## src/rtl/mads_pkg.sv

```systemverilog
`default_nettype none

package mads_pkg;

    localparam int MAX_PAIRS_DEF = 8;

    localparam int DATA_W     = 10;  // height and length values
    localparam int COST_W     = 14;  // running and best cost
    localparam int OUT_COST_W = 13;  // total_cost field
    localparam int PIDX_W     = 3;   // person_index field
    localparam int ITEM_W     = 4;   // assigned_item field
    localparam int IN_TDATA_W  = 24;
    localparam int OUT_TDATA_W = 24;

    localparam logic [COST_W-1:0] COST_ALL_ONES = '1;

    typedef enum logic [2:0] {
        ST_LOAD   = 3'b001,
        ST_SEARCH = 3'b010,
        ST_EMIT   = 3'b100
    } state_t;

    typedef struct packed {
        logic load;      // input item accepted
        logic start;     // accepted item ends the set
        logic step;      // one search step
        logic emit_adv;  // result item taken
    } cmd_t;

    typedef struct packed {
        logic search_done;
        logic emit_last;
    } status_t;

endpackage

`default_nettype wire

```

## src/rtl/mads_ctrl.sv

```systemverilog
`default_nettype none

module mads_ctrl
(
    input  wire                clk,
    input  wire                rst_n,
    input  wire                in_valid,
    input  wire                in_last,
    output logic               in_ready,
    output logic               out_valid,
    input  wire                out_ready,
    input  wire mads_pkg::status_t status,
    output mads_pkg::cmd_t     cmd
);
    import mads_pkg::*;

    state_t state_reg;
    state_t state_next;

    always_comb
    begin
        state_next   = state_reg;
        in_ready     = 1'b0;
        out_valid    = 1'b0;
        cmd          = '0;
        unique case (state_reg)
            ST_LOAD:
            begin
                in_ready  = 1'b1;
                cmd.load  = in_valid;
                cmd.start = in_valid && in_last;
                if (in_valid && in_last)
                begin
                    state_next = ST_SEARCH;
                end
            end
            ST_SEARCH:
            begin
                cmd.step = 1'b1;
                if (status.search_done)
                begin
                    state_next = ST_EMIT;
                end
            end
            ST_EMIT:
            begin
                out_valid    = 1'b1;
                cmd.emit_adv = out_ready;
                if (out_ready && status.emit_last)
                begin
                    state_next = ST_LOAD;
                end
            end
            default:
            begin
                state_next = ST_LOAD;
            end
        endcase
    end

    always_ff @(posedge clk or negedge rst_n)
    begin
        if (!rst_n)
        begin
            state_reg <= ST_LOAD;
        end
        else
        begin
            state_reg <= state_next;
        end
    end

endmodule

`default_nettype wire

```

## src/rtl/mads_datapath.sv

```systemverilog
`default_nettype none

module mads_datapath
#(
    parameter int MAX_PAIRS = mads_pkg::MAX_PAIRS_DEF
)
(
    input  wire                           clk,
    input  wire                           rst_n,
    input  wire  mads_pkg::cmd_t          cmd,
    input  wire  [mads_pkg::DATA_W-1:0]   in_height,
    input  wire  [mads_pkg::DATA_W-1:0]   in_length,
    output mads_pkg::status_t             status,
    output logic [mads_pkg::PIDX_W-1:0]   out_person,
    output logic [mads_pkg::ITEM_W-1:0]   out_item,
    output logic [mads_pkg::OUT_COST_W-1:0] out_cost
);
    import mads_pkg::*;

    localparam int IDX_W = (MAX_PAIRS > 1) ? $clog2(MAX_PAIRS) : 1;
    localparam int CNT_W = $clog2(MAX_PAIRS + 1);

    // pair stores and search stacks
    logic [DATA_W-1:0] height_reg [MAX_PAIRS];
    logic [DATA_W-1:0] length_reg [MAX_PAIRS];
    logic [IDX_W-1:0]  perm_reg   [MAX_PAIRS];
    logic [IDX_W-1:0]  best_perm_reg [MAX_PAIRS];
    logic [COST_W-1:0] cost_stk_reg  [MAX_PAIRS];

    logic [CNT_W-1:0]     count_reg;
    logic [CNT_W-1:0]     n_reg;
    logic [IDX_W-1:0]     lvl_reg;
    logic [CNT_W-1:0]     cand_reg;
    logic [MAX_PAIRS-1:0] used_reg;
    logic [COST_W-1:0]    best_cost_reg;
    logic [IDX_W-1:0]     out_idx_reg;

    logic              room;
    logic              cand_end;
    logic [IDX_W-1:0]  cand_idx;
    logic              cand_used;
    logic              at_leaf;
    logic [DATA_W-1:0] h_val;
    logic [DATA_W-1:0] l_val;
    logic [DATA_W-1:0] diff;
    logic [COST_W-1:0] step_cost;
    logic [IDX_W-1:0]  prev_idx;

    assign room      = count_reg < CNT_W'(MAX_PAIRS);
    assign cand_end  = cand_reg >= n_reg;
    assign cand_idx  = cand_reg[IDX_W-1:0];
    assign cand_used = used_reg[cand_idx];
    assign at_leaf   = (CNT_W'(lvl_reg) + CNT_W'(1)) == n_reg;
    assign h_val     = height_reg[lvl_reg];
    assign l_val     = length_reg[cand_idx];
    assign diff      = (h_val >= l_val) ? (h_val - l_val) : (l_val - h_val);
    assign step_cost = cost_stk_reg[lvl_reg] + COST_W'(diff);
    assign prev_idx  = perm_reg[lvl_reg - IDX_W'(1)];

    assign status.search_done = cand_end && (lvl_reg == '0);
    assign status.emit_last   = (CNT_W'(out_idx_reg) + CNT_W'(1)) == n_reg;

    assign out_person = PIDX_W'(out_idx_reg);
    assign out_item   = ITEM_W'(best_perm_reg[out_idx_reg]) + ITEM_W'(1);
    assign out_cost   = best_cost_reg[OUT_COST_W-1:0];

    // stores, stacks and best permutation: payload, no reset
    always_ff @(posedge clk)
    begin
        if (cmd.load && room)
        begin
            height_reg[count_reg[IDX_W-1:0]] <= in_height;
            length_reg[count_reg[IDX_W-1:0]] <= in_length;
        end
        if (cmd.start)
        begin
            cost_stk_reg[0] <= '0;
        end
        if (cmd.step && !cand_end && !cand_used)
        begin
            if (at_leaf)
            begin
                if (step_cost < best_cost_reg)
                begin
                    for (int i = 0; i < MAX_PAIRS; i++)
                    begin
                        best_perm_reg[i] <= (IDX_W'(i) == lvl_reg) ? cand_idx : perm_reg[i];
                    end
                end
            end
            else
            begin
                perm_reg[lvl_reg]                  <= cand_idx;
                cost_stk_reg[lvl_reg + IDX_W'(1)] <= step_cost;
            end
        end
    end

    always_ff @(posedge clk or negedge rst_n)
    begin
        if (!rst_n)
        begin
            count_reg     <= '0;
            n_reg         <= CNT_W'(1);
            lvl_reg       <= '0;
            cand_reg      <= '0;
            used_reg      <= '0;
            best_cost_reg <= COST_ALL_ONES;
            out_idx_reg   <= '0;
        end
        else
        begin
            if (cmd.start)
            begin
                n_reg         <= room ? (count_reg + CNT_W'(1)) : count_reg;
                count_reg     <= '0;
                lvl_reg       <= '0;
                cand_reg      <= '0;
                used_reg      <= '0;
                best_cost_reg <= COST_ALL_ONES;
                out_idx_reg   <= '0;
            end
            else if (cmd.load && room)
            begin
                count_reg <= count_reg + CNT_W'(1);
            end

            if (cmd.step)
            begin
                if (cand_end)
                begin
                    // candidates exhausted: backtrack one level
                    if (lvl_reg != '0)
                    begin
                        used_reg[prev_idx] <= 1'b0;
                        lvl_reg            <= lvl_reg - IDX_W'(1);
                        cand_reg           <= CNT_W'(prev_idx) + CNT_W'(1);
                    end
                end
                else if (cand_used)
                begin
                    cand_reg <= cand_reg + CNT_W'(1);
                end
                else if (at_leaf)
                begin
                    if (step_cost < best_cost_reg)
                    begin
                        best_cost_reg <= step_cost;
                    end
                    cand_reg <= cand_reg + CNT_W'(1);
                end
                else
                begin
                    used_reg[cand_idx] <= 1'b1;
                    lvl_reg            <= lvl_reg + IDX_W'(1);
                    cand_reg           <= '0;
                end
            end

            if (cmd.emit_adv)
            begin
                out_idx_reg <= out_idx_reg + IDX_W'(1);
            end
        end
    end

endmodule

`default_nettype wire

```

## src/rtl/min_abs_diff_assignment_search_core.sv

```systemverilog
`default_nettype none

// Load: one pair item per cycle while s_tready is high.
// Search: depth-first walk over all assignments, one candidate test or backtrack step per cycle.
// Emit: n result items, one per cycle while m_tready is high; then loading resumes.
// Reset: asynchronous, active low; returns to loading with an empty set.
module min_abs_diff_assignment_search_core
#(
    parameter int MAX_PAIRS = mads_pkg::MAX_PAIRS_DEF
)
(
    input  wire                                 clk,
    input  wire                                 rst_n,
    input  wire                                 s_tvalid,
    output logic                                s_tready,
    // [9:0] person_height, [19:10] item_length, [23:20] zero
    input  wire  [mads_pkg::IN_TDATA_W-1:0]     s_tdata,
    input  wire                                 s_tlast,   // final_pair
    output logic                                m_tvalid,
    input  wire                                 m_tready,
    // [2:0] person_index, [6:3] assigned_item, [19:7] total_cost, [23:20] zero
    output logic [mads_pkg::OUT_TDATA_W-1:0]    m_tdata,
    output logic                                m_tlast    // run_end
);
    import mads_pkg::*;

    cmd_t    cmd;
    status_t status;

    logic [PIDX_W-1:0]     out_person;
    logic [ITEM_W-1:0]     out_item;
    logic [OUT_COST_W-1:0] out_cost;

    mads_ctrl u_ctrl
    (
        .clk       (clk),
        .rst_n     (rst_n),
        .in_valid  (s_tvalid),
        .in_last   (s_tlast),
        .in_ready  (s_tready),
        .out_valid (m_tvalid),
        .out_ready (m_tready),
        .status    (status),
        .cmd       (cmd)
    );

    mads_datapath #(
        .MAX_PAIRS (MAX_PAIRS)
    ) u_datapath
    (
        .clk        (clk),
        .rst_n      (rst_n),
        .cmd        (cmd),
        .in_height  (s_tdata[DATA_W-1:0]),
        .in_length  (s_tdata[2*DATA_W-1:DATA_W]),
        .status     (status),
        .out_person (out_person),
        .out_item   (out_item),
        .out_cost   (out_cost)
    );

    assign m_tdata = {(OUT_TDATA_W - OUT_COST_W - ITEM_W - PIDX_W)'(0),
                      out_cost, out_item, out_person};
    assign m_tlast = status.emit_last;

`ifndef NO_ASSERTIONS
    a_no_overlap: assert property (@(posedge clk) disable iff (!rst_n)
        !(s_tready && m_tvalid))
        else $error("input and output open at once");

    a_search_after_final: assert property (@(posedge clk) disable iff (!rst_n)
        (s_tvalid && s_tready && s_tlast) |=> (!s_tready && !m_tvalid))
        else $error("search skipped after final item");

    a_load_after_last: assert property (@(posedge clk) disable iff (!rst_n)
        (m_tvalid && m_tready && m_tlast) |=> (s_tready && !m_tvalid))
        else $error("loading not resumed after last result");
`endif

endmodule

`default_nettype wire

```

## config.mk

```make
export PLATFORM = sky130hd
export DESIGN_NAME = min_abs_diff_assignment_search_core
export DESIGN_NICKNAME = d
export VERILOG_FILES = /design/src/rtl/mads_pkg.sv /design/src/rtl/mads_ctrl.sv /design/src/rtl/mads_datapath.sv /design/src/rtl/min_abs_diff_assignment_search_core.sv
export SDC_FILE = /design/constraint.sdc
export NUM_CORES = 1
export LEC_CHECK = 0
export BUFFER_PORTS_ARGS = -buffer_cell sky130_fd_sc_hd__buf_2
export CORE_MARGIN = 2
export CORE_UTILIZATION = 42
export CTS_CLUSTER_DIAMETER = 200
export DETAILED_ROUTE_END_ITERATION = 8
export SYNTH_ARGS = -nofsm -noshare
export SYNTH_HDL_FRONTEND = slang
export SYNTH_HIERARCHICAL = 1
export SYNTH_SLANG_ARGS = --single-unit
export TNS_END_PERCENT = 30
```

## constraint.sdc

```tcl
create_clock -name clk -period 8.3 [get_ports clk]
set_clock_uncertainty 0.15 [all_clocks]
set_input_delay 0.415 -clock clk [delete_from_list [all_inputs] [get_ports clk]]
set_output_delay 0.415 -clock clk [all_outputs]
set_load 0.03 [all_outputs]
```

==> flow_results.org <==
** Clock network
- For the worst-skew pair, the clock arrives at the later sink with an insertion delay of 0.56 ns.
- TritonCTS Sinks :: 363
- Total clock buffers created by CTS :: 40
- CTS tree :: yes
- Max H-tree Level :: 2
- The clock passes through at most 3 buffers.
- After clock tree synthesis, the clock-pin slew on the worst setup and hold paths is 0.05 ns.
- Clock tree synthesis selected as its root buffer the cell clkbuf_16.
- After clock tree synthesis, the setup repair step added 0 buffers.

** Floorplanning
- The initial utilization of the core area, before any placement, comes to 42.8%.
- Area of the die :: 41,300 µm²
- Chip Width :: 203 µm
- Rows :: 72
- The die is 203 µm tall.
- Core area :: 38,900 µm²
- Num ports :: 56

** Synthesis
- Number of cells produced by synthesis :: 1,201
- Among all flip-flop cells after synthesis, the most frequent one is edfxtp_1.
- Count of cell types in the netlist :: 72
- Summing every instance area after synthesis gives 16,600 µm².
- Most area-consuming cells after synthesis :: edfxtp_1 58%, ha_1 4.4%, dfrtp_1 4.1%
- Register area share after synthesis :: 64.3%
- Syn. warnings :: 6
- Top-area cell type share of the netlist area :: 57.7%
- Share of synthesized registers carrying an async set or reset :: 11.8%
- The synthesized design contains 363 register bits.
- Cell taking the most area after synthesis :: edfxtp_1
- Syn_area_per_cell :: 13.9 µm²
- Number of synthesized flops with an enable pin :: 320

** Finish
- The library cell used most frequently in the layout, excluding fill and tap cells, is edfxtp_1.
- Final cell count without fillers :: 1,840
- The finished cells cover 19,100 µm².
- Leading cell types in the layout, fill and taps excluded :: 320 x edfxtp_1, 77 x nor2_1, 68 x inv_1, 62 x a22oi_1, 59 x ha_1
- Relative to the synthesized area, the layout overhead comes to 14.8%.
- In the final layout, the share of cells above drive strength 1 is 18.3%.
- The register with the most flip-flops in the layout has 112 of them.
- For this run, the share of the core covered by cells in the final layout is 49.1%.
- For this run, the post-layout net count is 1,381.

** Setup path
- STA classifies the critical path endpoint as a flip-flop.
- The critical path is of the reg2reg type.
- Counting cells, the worst reg-to-reg path comes to 30.
- Critical Path Source Type :: flip-flop
- The endpoint identified for the worst register-to-register timing path is u_datapath/best_perm_reg[5][1].
- Worst path slowest cell :: or3_1
- Maximum fanout along the worst path :: 24
- Req. time, crit path :: 8.38 ns
- Most frequent cell on the critical path :: inv_1
- STA puts the critical path data arrival time at 7.69 ns.
- In this design, the stage delay of the slowest critical-path cell is 0.49 ns.
- Setup slack on the worst reg-to-reg path comes out at 0.70 ns.
- In this run the critical register-to-register path is launched from u_datapath/cand_reg[0].

** Timing
- Setup violations remaining at the end of the flow were counted as 0.
- Adding up every negative setup slack in the final design gives 0 ns.
- Final Hold Violating Endpoints :: 0
- The worst path uses 91.6% of the clock period.
- The worst pin sits at a relative slew slack of 35.5%.
- Peak Freq :: 131 MHz
- Shortest clock period the worst path allows after layout :: 7.60 ns
- Actual transition at the worst max-transition pin :: 0.966 ns
- Setup repair after global routing left no endpoint under its margin.
- The final max-slew violation count came to 0.

** Worst hold path
- The worst hold path terminates at u_ctrl/state_reg[0].
- In this run the most critical hold path is launched from m_tready.
- Hold Path Depth :: 3
- The path class of the tightest hold or removal check is in2reg.

** Global routing
- Vias in the first global route :: 10,159
- Entering global routing, the biggest net connects 44 pins.
- Number of antenna violations at the first check in global routing :: 1
- Global route overflow :: 0
- First-pass GRT wire length :: 59.9 mm
- Global routing usage summed across all routing layers :: 19.1%

** Routing
- In the final routed layout, each cell accounts on average for 20.9 µm.
- Count of routing violations after the opening detailed-route iteration :: 660
- Vias after detailed routing :: 10,229
- Antenna Nets Post-Route :: 0
- Wires add up to 38.4 mm.
- In the routed design, unresolved DRC markers number 0.
- Post-detailed-route via-to-cell ratio :: 5.56
- The first detailed-routing pass ran for 5 iterations.

** Placement
- Input and output buffers added on the ports amount to 47.
- Once placement completed, the tool counted placed cells totaling 1,746.
- Final weighted congestion in routability-driven placement :: 0.836
- DPL Wire Length :: 25.0 mm
- Area after DPL :: 17,600 µm²

** Run status
- The run finished with clean final reports.

** Job
- Max Cap Viol :: 0
-- kinds of logic (layout without fill, tap and decap cells) --
family | after synthesis | count (layout) | share of synthesized area, %
flip-flops | 363 | 363 | 64.3
AND/OR/NAND/NOR | 269 | 269 | 8.36
AO/OA/AOI/OAI | 263 | 263 | 11.2
buffers and inverters | 136 | 253 | 3.73
multiplexers | 75 | 75 | 5.94
adder cells (fa/ha/maj) | 62 | 62 | 4.79
XOR/XNOR | 32 | 32 | 1.68
other | 1 | 5 | 0.0225
-- cells in the mapped netlist, drive strengths merged, types with 13 or more instances --
library cell	count
xnor2	17
mux2	31
xor2	15
dfstp	16
dfrtp	27
inv	70
mux2i	28
buf	33
ha	59
nand3	13
mux4	16
o21ai	34
a22oi	62
nor3	33
clkbuf	33
a21oi	34
nor2	81
edfxtp	320
nand2	57
o22ai	33
-- timing repair --
item,CTS,global route
endpoints found under the hold margin,178,0
hold buffers,20,0
setup endpoints to repair,0,37
resized for setup,0,6
-- routing by layer --
layer	GRT usage, %	vias to the layer above	wire, µm
met1	26.3	5089	17200
met4	6.33	0	863
met3	3.58	56	2420
met2	30.7	289	18000
met5	0	-	0
li1	-	4795	-
-- worst max-delay path, delay by kind of cell, from the launching register on --
| family | cells | cell delay (ns) |
|---|---|---|
| AOI/OAI and AO/OA | 10 | 1.98 |
| and+or+nand+nor | 7 | 1.89 |
| adders and majority gates | 4 | 1.24 |
| buffers and inverters | 6 | 1.17 |
| DFF | 1 | 0.37 |
| xor gates and xnor gates | 2 | 0.32 |
| muxes | 1 | 0.15 |
-- how the worst max path moves through the flow --
stage | start | depth (start not counted) | endpoint | slack, ns
2_1_floorplan | u_datapath/lvl_reg[1] | 32 | u_datapath/best_perm_reg[0][0] | 0.83
3_3_place_gp | u_datapath/cand_reg[2] | 26 | u_datapath/best_perm_reg[6][2] | 0.49
3_5_place_dp | u_datapath/cand_reg[0] | 27 | u_datapath/best_perm_reg[6][2] | 0.39
4_1_cts | u_datapath/lvl_reg[1] | 30 | u_datapath/best_perm_reg[5][1] | 0.35
5_1_grt | u_datapath/cand_reg[0] | 31 | u_datapath/best_cost_reg[5] | 0.001
6_report | u_datapath/cand_reg[0] | 30 | u_datapath/best_perm_reg[5][1] | 0.70
-- area by class of cell --
cell class,instances,area (µm²)
diodes,1,2.50
repair buffers,110,758
flip-flops and latches,363,10700
clock inverters,18,205
clock buffers,55,1110
multi-input cells,705,5420
fillers,3447,19800
inverters,70,265
well taps,518,648
-- through the flow --
stage	setup slack (ns)	hold WS [ns]
5_1_grt	0.00137	0.0303
3_3_place_gp	0.489	0.356
3_5_place_dp	0.391	0.358
2_1_floorplan	0.834	-0.0306
4_1_cts	0.347	0.00183
6_report	0.695	0.0167
Power is not shown: default switching activity piles up to over one toggle a cycle in this logic, so the estimate is an artifact.
